`config.mk`:
```
export PLATFORM = sky130hd
export DESIGN_NAME = csx_ctrl
export DESIGN_NICKNAME = d
export VERILOG_FILES = /design/src/rtl/csx_pkg.sv /design/src/rtl/csx_ctrl.sv
export SDC_FILE = /design/constraint.sdc
export NUM_CORES = 1
export LEC_CHECK = 0
export ABC_AREA = 1
export ABC_CLOCK_PERIOD_IN_PS = 1430
export BUFFER_PORTS_ARGS = -buffer_cell sky130_fd_sc_hd__buf_2
export CELL_PAD_IN_SITES_DETAIL_PLACEMENT = 1
export CELL_PAD_IN_SITES_GLOBAL_PLACEMENT = 1
export CORE_UTILIZATION = 31
export CTS_CLUSTER_DIAMETER = 80
export DETAILED_ROUTE_END_ITERATION = 8
export PLACE_DENSITY_LB_ADDON = 0.1
export SLEW_MARGIN = 30
export SYNTH_ARGS = -nofsm -noshare
export SYNTH_HDL_FRONTEND = slang
export SYNTH_SLANG_ARGS = --single-unit
```
`constraint.sdc`:
```
create_clock -name i_clk -period 1.43 [get_ports i_clk]
set_input_delay 0.286 -clock i_clk [delete_from_list [all_inputs] [get_ports i_clk]]
set_output_delay 0.286 -clock i_clk [all_outputs]
set_load 0.005 [all_outputs]
```
`src/rtl/csx_pkg.sv`:
```
// csx_pkg: types, constants and codes shared by the subgraph extraction unit
// no dependencies; compiled before every other file of the block
`default_nettype none

package csx_pkg;

    localparam int MAX_NODES  = 65536;
    localparam int MAX_LINKS  = 16777216;

    localparam int ID_W       = 16;
    localparam int COUNT_W    = 16;
    localparam int WEIGHT_W   = 32;
    localparam int ACTION_W   = 2;
    localparam int KIND_W     = 2;
    localparam int RANK_W     = $clog2(MAX_NODES) + 1;
    localparam int CUM_W      = $clog2(MAX_LINKS) + 1;

    localparam int WORD_W     = 32;
    localparam int BIT_IDX_W  = $clog2(WORD_W);
    localparam int MAP_WORDS  = MAX_NODES / WORD_W;
    localparam int MAP_ADDR_W = $clog2(MAP_WORDS);

    typedef enum logic [ACTION_W-1:0] {
        ACT_MARK     = 2'd0,
        ACT_FINALIZE = 2'd1,
        ACT_HEADER   = 2'd2,
        ACT_LINK     = 2'd3
    } t_action;

    typedef enum logic [KIND_W-1:0] {
        KIND_LINK      = 2'd0,
        KIND_EMPTY_ROW = 2'd1,
        KIND_DONE      = 2'd2
    } t_kind;

    typedef enum logic [3:0] {
        S_CLEAR,
        S_IDLE,
        S_MARK,
        S_HEADER,
        S_LINK,
        S_FIN_READ,
        S_FIN_LOAD,
        S_FIN_SCAN,
        S_FIN_DONE
    } t_state;

    typedef enum logic [3:0] {
        OP_NONE,
        OP_CLEAR,
        OP_ACCEPT,
        OP_MARK,
        OP_HEADER,
        OP_LINK,
        OP_FIN_READ,
        OP_FIN_LOAD,
        OP_FIN_BIT,
        OP_FIN_NEXT,
        OP_FIN_DONE
    } t_dp_op;

    typedef struct packed {
        t_dp_op op;
        logic   emit;
    } t_cmd;

    typedef struct packed {
        logic widx_last;
        logic word_zero;
        logic hdr_emit;
        logic link_emit;
        logic out_free;
    } t_status;

endpackage

`default_nettype wire

```
`src/rtl/csx_ctrl.sv`:
```
// csx_ctrl: sequencing state machine of the subgraph extraction unit
// depends on csx_pkg; drives datapath commands, reads datapath status
`default_nettype none

module csx_ctrl (
    input  wire logic                         i_clk,
    input  wire logic                         i_rst_n,
    input  wire logic                         i_in_valid,
    input  wire logic [csx_pkg::ACTION_W-1:0] i_in_action,
    output logic                              o_in_ready,
    input  wire csx_pkg::t_status             i_status,
    output csx_pkg::t_cmd                     o_cmd
);

    csx_pkg::t_state  r_state;
    csx_pkg::t_state  n_state;
    csx_pkg::t_action w_action;

    assign w_action = csx_pkg::t_action'(i_in_action);

    always_ff @(posedge i_clk) begin
        if (!i_rst_n) begin
            r_state <= csx_pkg::S_CLEAR;
        end else begin
            r_state <= n_state;
        end
    end

    always_comb begin
        n_state    = r_state;
        o_in_ready = 1'b0;
        o_cmd.op   = csx_pkg::OP_NONE;
        o_cmd.emit = 1'b0;
        unique case (r_state)
            csx_pkg::S_CLEAR: begin
                o_cmd.op = csx_pkg::OP_CLEAR;
                if (i_status.widx_last) begin
                    n_state = csx_pkg::S_IDLE;
                end
            end
            csx_pkg::S_IDLE: begin
                o_in_ready = 1'b1;
                if (i_in_valid) begin
                    o_cmd.op = csx_pkg::OP_ACCEPT;
                    unique case (w_action)
                        csx_pkg::ACT_MARK:     n_state = csx_pkg::S_MARK;
                        csx_pkg::ACT_FINALIZE: n_state = csx_pkg::S_FIN_READ;
                        csx_pkg::ACT_HEADER:   n_state = csx_pkg::S_HEADER;
                        csx_pkg::ACT_LINK:     n_state = csx_pkg::S_LINK;
                        default:               n_state = csx_pkg::S_IDLE;
                    endcase
                end
            end
            csx_pkg::S_MARK: begin
                o_cmd.op = csx_pkg::OP_MARK;
                n_state  = csx_pkg::S_IDLE;
            end
            csx_pkg::S_HEADER: begin
                if (!i_status.hdr_emit || i_status.out_free) begin
                    o_cmd.op   = csx_pkg::OP_HEADER;
                    o_cmd.emit = i_status.hdr_emit;
                    n_state    = csx_pkg::S_IDLE;
                end
            end
            csx_pkg::S_LINK: begin
                if (!i_status.link_emit || i_status.out_free) begin
                    o_cmd.op   = csx_pkg::OP_LINK;
                    o_cmd.emit = i_status.link_emit;
                    n_state    = csx_pkg::S_IDLE;
                end
            end
            csx_pkg::S_FIN_READ: begin
                o_cmd.op = csx_pkg::OP_FIN_READ;
                n_state  = csx_pkg::S_FIN_LOAD;
            end
            csx_pkg::S_FIN_LOAD: begin
                o_cmd.op = csx_pkg::OP_FIN_LOAD;
                n_state  = csx_pkg::S_FIN_SCAN;
            end
            csx_pkg::S_FIN_SCAN: begin
                if (!i_status.word_zero) begin
                    o_cmd.op = csx_pkg::OP_FIN_BIT;
                end else if (i_status.widx_last) begin
                    n_state = csx_pkg::S_FIN_DONE;
                end else begin
                    o_cmd.op = csx_pkg::OP_FIN_NEXT;
                    n_state  = csx_pkg::S_FIN_READ;
                end
            end
            csx_pkg::S_FIN_DONE: begin
                if (i_status.out_free) begin
                    o_cmd.op   = csx_pkg::OP_FIN_DONE;
                    o_cmd.emit = 1'b1;
                    n_state    = csx_pkg::S_IDLE;
                end
            end
            default: begin
                n_state = csx_pkg::S_CLEAR;
            end
        endcase
    end

endmodule

`default_nettype wire

```
==> key figures <==
Flow run
  – Number of max-capacitance violations reported: 0

Clocking
  – Clock tree from TritonCTS: built
  – Root buffer cell: sky130_fd_sc_hd__clkbuf_4
  – Register clock-pin slew on the reported worst setup and hold paths: 0.04 ns
  – Maximum count of clock buffers along a single path: 2
  – CTS Hold Bufs: 0
  – Number of H-tree levels: 1
  – Number of CTS-inserted buffers: 3
  – Clk sinks: 4
  – Clock insertion delay at the later pin of the skew report: 0.24 ns

STA
  – Setup TNS Final: -0.554 ns
  – Period utilization: 1.11
  – Headroom to the max-slew limit: 0.837
  – Unrepaired setup endpoints after global routing: yes
  – Setup ws final: -0.152 ns
  – Final critical delay including setup and external delays: 1.58 ns
  – Number of setup violations in the final report: 5
  – Hold slack: 0.331 ns
  – Final hold viol count: 0
  – Highest attainable clock frequency: 0.632 GHz
  – Max Clock Skew: 0.00242 ns
  – Total count of max-transition violations in the final report: 0
  – Tightest Pin Transition: 0.244 ns

Layout
  – Fill count: 223
  – Layout Cells excl Fill: 135
  – Layout cell share with drive strength beyond 1: 0.529
  – Top library cells by usage in the layout, fill and taps aside: sky130_fd_sc_hd__buf_2, sky130_fd_sc_hd__inv_1, sky130_fd_sc_hd__nand2_1, sky130_fd_sc_hd__buf_4, sky130_fd_sc_hd__nand3_1
  – Top reg by flops: r_state
  – Registers with the highest flip-flop counts: r_state (4)
  – Area growth from synthesis to final layout: 55.4%
  – Total Nets Final: 135
  – Antenna cell count: 0
  – Most common cell after layout, fill and taps aside: sky130_fd_sc_hd__buf_2
  – Number of flip-flops under the largest register name: 4

GRT
  – Antenna violations before repair: 0
  – Global-route wire length before repair: 3000 um
  – Residual overflow from global routing: 0
  – Via count of the first global-routing pass: 672
  – GR Util met2: 0.370
  – Met3 capacity usage during global routing: 0.0500
  – Tot GR Track Use: 0.213
  – Pin count of the biggest net entering global routing: 7
  – Met1 track demand over resource in global routing: 0.261
  – Busiest metal layer after global routing: met2

Floorplanning
  – Initial core utilization: 0.343
  – Height of the chip: 43.6 um
  – I/O pin count: 16
  – Die area: 1900 um2
  – Floorplan Core Area: 1560 um2
  – Overall die width: 43.6 um
  – Cell row count: 14

Pwr
  – Static leakage power: 0.457 nW
  – Power density of the placed cells: 906 nW/um2
  – Worst VDD drop: 454 uV

Place
  – Cell count after placement: 125
  – Worst slack, placed: -0.00861 ns
  – Hpwl dp: 1380 um
  – Final Wtd Congestion: 0.786
  – Number of port buffers: 15

Logic synthesis
  – Post-synthesis instance area: 536 um2
  – Post-synth net total: 102
  – Synthesized flop and latch total: 4
  – Number of distinct library cells after synthesis: 19
  – Number of warnings issued by yosys: 0
  – Post-synthesis area per instance: 6.09 um2
  – Share of synthesized area occupied by flip-flops and latches: 0.150
  – Cell count after synthesis: 88

Worst setup path
  – Class of the most critical setup path: reg2out
  – Maximum single-stage delay on the critical path: 0.36 ns
  – Setup slack, reg-to-reg: 0.10 ns
  – Endpoint class of the critical path: output port
  – Required time at the worst-slack endpoint: 1.14 ns
  – Max Fanout on Critical Path: 4
  – Slowest cell on the critical path: sky130_fd_sc_hd__dfxtp_4
  – Cell type with the highest occurrence count on the critical path: sky130_fd_sc_hd__nand2_1
  – Critical path startpoint category: register
  – List of cells traversed by the critical path: inv_2 > nor2_4 > nand2_1 > nand2_1 > nor2_1 > nor3_2 > buf_2
  – Data arrival time of the critical path: 1.30 ns

Route
  – # DRC: 0
  – Antenna Nets Post-Route: 0
  – Overall via count from detail_route: 702
  – Via count normalized by instance count: 5.20
  – Routed WL per cell: 13.9 um
  – Length of the first detailed-routing pass in iterations: 4
  – Total Wirelength: 1880 um
  – Number of DRC violations after detailed-routing iteration 0: 9

Run status
  – Violations in the final reports: negative setup slack
  – Status: finished, violations left

Worst hold path
  – Hold Path Class: in2reg
## logic make-up (layout without fill, tap and decap cells)
logic type | count (synthesis) | after routing | synth area share
AO/OA/AOI/OAI | 11 | 11 | 0.126
adder cells (fa/ha/maj) | 4 | 4 | 0.0935
buffers and inverters | 19 | 50 | 0.133
flip-flops | 4 | 4 | 0.150
AND/OR/NAND/NOR | 50 | 50 | 0.498
## worst paths after layout
check                     startpoint                      end  cells past startpoint
max          r_state[2]$_SDFFE_PN0P_                 o_cmd[0]                      7
min                      i_status[4]  r_state[3]$_SDFFE_PN0P_                      3
max reg2reg  r_state[2]$_SDFFE_PN0P_  r_state[1]$_SDFFE_PN0P_                     10
min reg2reg  r_state[2]$_SDFFE_PN0P_  r_state[2]$_SDFFE_PN0P_                      2
## metrics by stage
stage               cell area (um2)  utilization  power, mW
floorplan                       536            -      0.378
global placement                676        0.433      0.496
detailed placement              676        0.433      0.504
CTS                             733        0.470      0.684
global route                    832        0.534      0.819
finish                          832        0.534      0.754
## power breakdown
part           total [mW]  switching [mW]  leakage (nW)  internal, mW
Clock               0.149          0.0542        0.0138        0.0944
Sequential          0.156          0.0258        0.0355         0.130
Combinational       0.449           0.242         0.407         0.207
## layer usage
layer	vias to the layer above	routed length [um]	share of wire
li1	342	-	-
met1	343	777	0.41
met2	12	1020	0.54
met3	5	51	0.027
met4	0	28	0.015
met5	-	0	0
## synth_stat cells
| cell type | count | area, um2 |
|---|---|---|
| sky130_fd_sc_hd__a21oi_1 | 4 | 20.0 |
| sky130_fd_sc_hd__a21oi_2 | 1 | 8.76 |
| sky130_fd_sc_hd__a31oi_1 | 1 | 6.26 |
| sky130_fd_sc_hd__dfxtp_1 | 4 | 80.1 |
| sky130_fd_sc_hd__ha_1 | 4 | 50.1 |
| sky130_fd_sc_hd__inv_1 | 16 | 60.1 |
| sky130_fd_sc_hd__inv_2 | 3 | 11.3 |
| sky130_fd_sc_hd__nand2_1 | 18 | 67.6 |
| sky130_fd_sc_hd__nand2_2 | 5 | 31.3 |
| sky130_fd_sc_hd__nand2_4 | 1 | 11.3 |
| sky130_fd_sc_hd__nand3_1 | 12 | 60.1 |
| sky130_fd_sc_hd__nand3_2 | 1 | 10.0 |
| sky130_fd_sc_hd__nand4_1 | 1 | 6.26 |
| sky130_fd_sc_hd__nor2_1 | 3 | 11.3 |
| sky130_fd_sc_hd__nor2_2 | 4 | 25.0 |
| sky130_fd_sc_hd__nor2_4 | 3 | 33.8 |
| sky130_fd_sc_hd__nor3_1 | 2 | 10.0 |
| sky130_fd_sc_hd__o211ai_1 | 3 | 22.5 |
| sky130_fd_sc_hd__o21ai_0 | 2 | 10.0 |
## worst max-delay path, delay by kind of cell (launching register included)
| family | cells | cell delay (ns) |
|---|---|---|
| simple gates | 5 | 0.50 |
| flops | 1 | 0.36 |
| buf+inv | 2 | 0.20 |
## area by class of cell
| cell class | instances | area [um2] | share of cell area |
|---|---|---|---|
| Tap cell | 16 | 20.0 | 0.0241 |
| Multi-Input combinational cell | 65 | 435 | 0.523 |
| Inverter | 19 | 73.8 | 0.0887 |
| Sequential cell | 4 | 95.1 | 0.114 |
| Timing Repair Buffer | 28 | 185 | 0.223 |
| Clock buffer | 3 | 22.5 | 0.0271 |
## timing repair
action,in CTS,in global routing
pin swaps,1,4
gates resized for setup,10,13
buffers inserted,2,5
hold endpoints to repair,0,0
gates cloned,0,0
setup endpoints to repair,6,6
(Power assumes the default switching activity.)
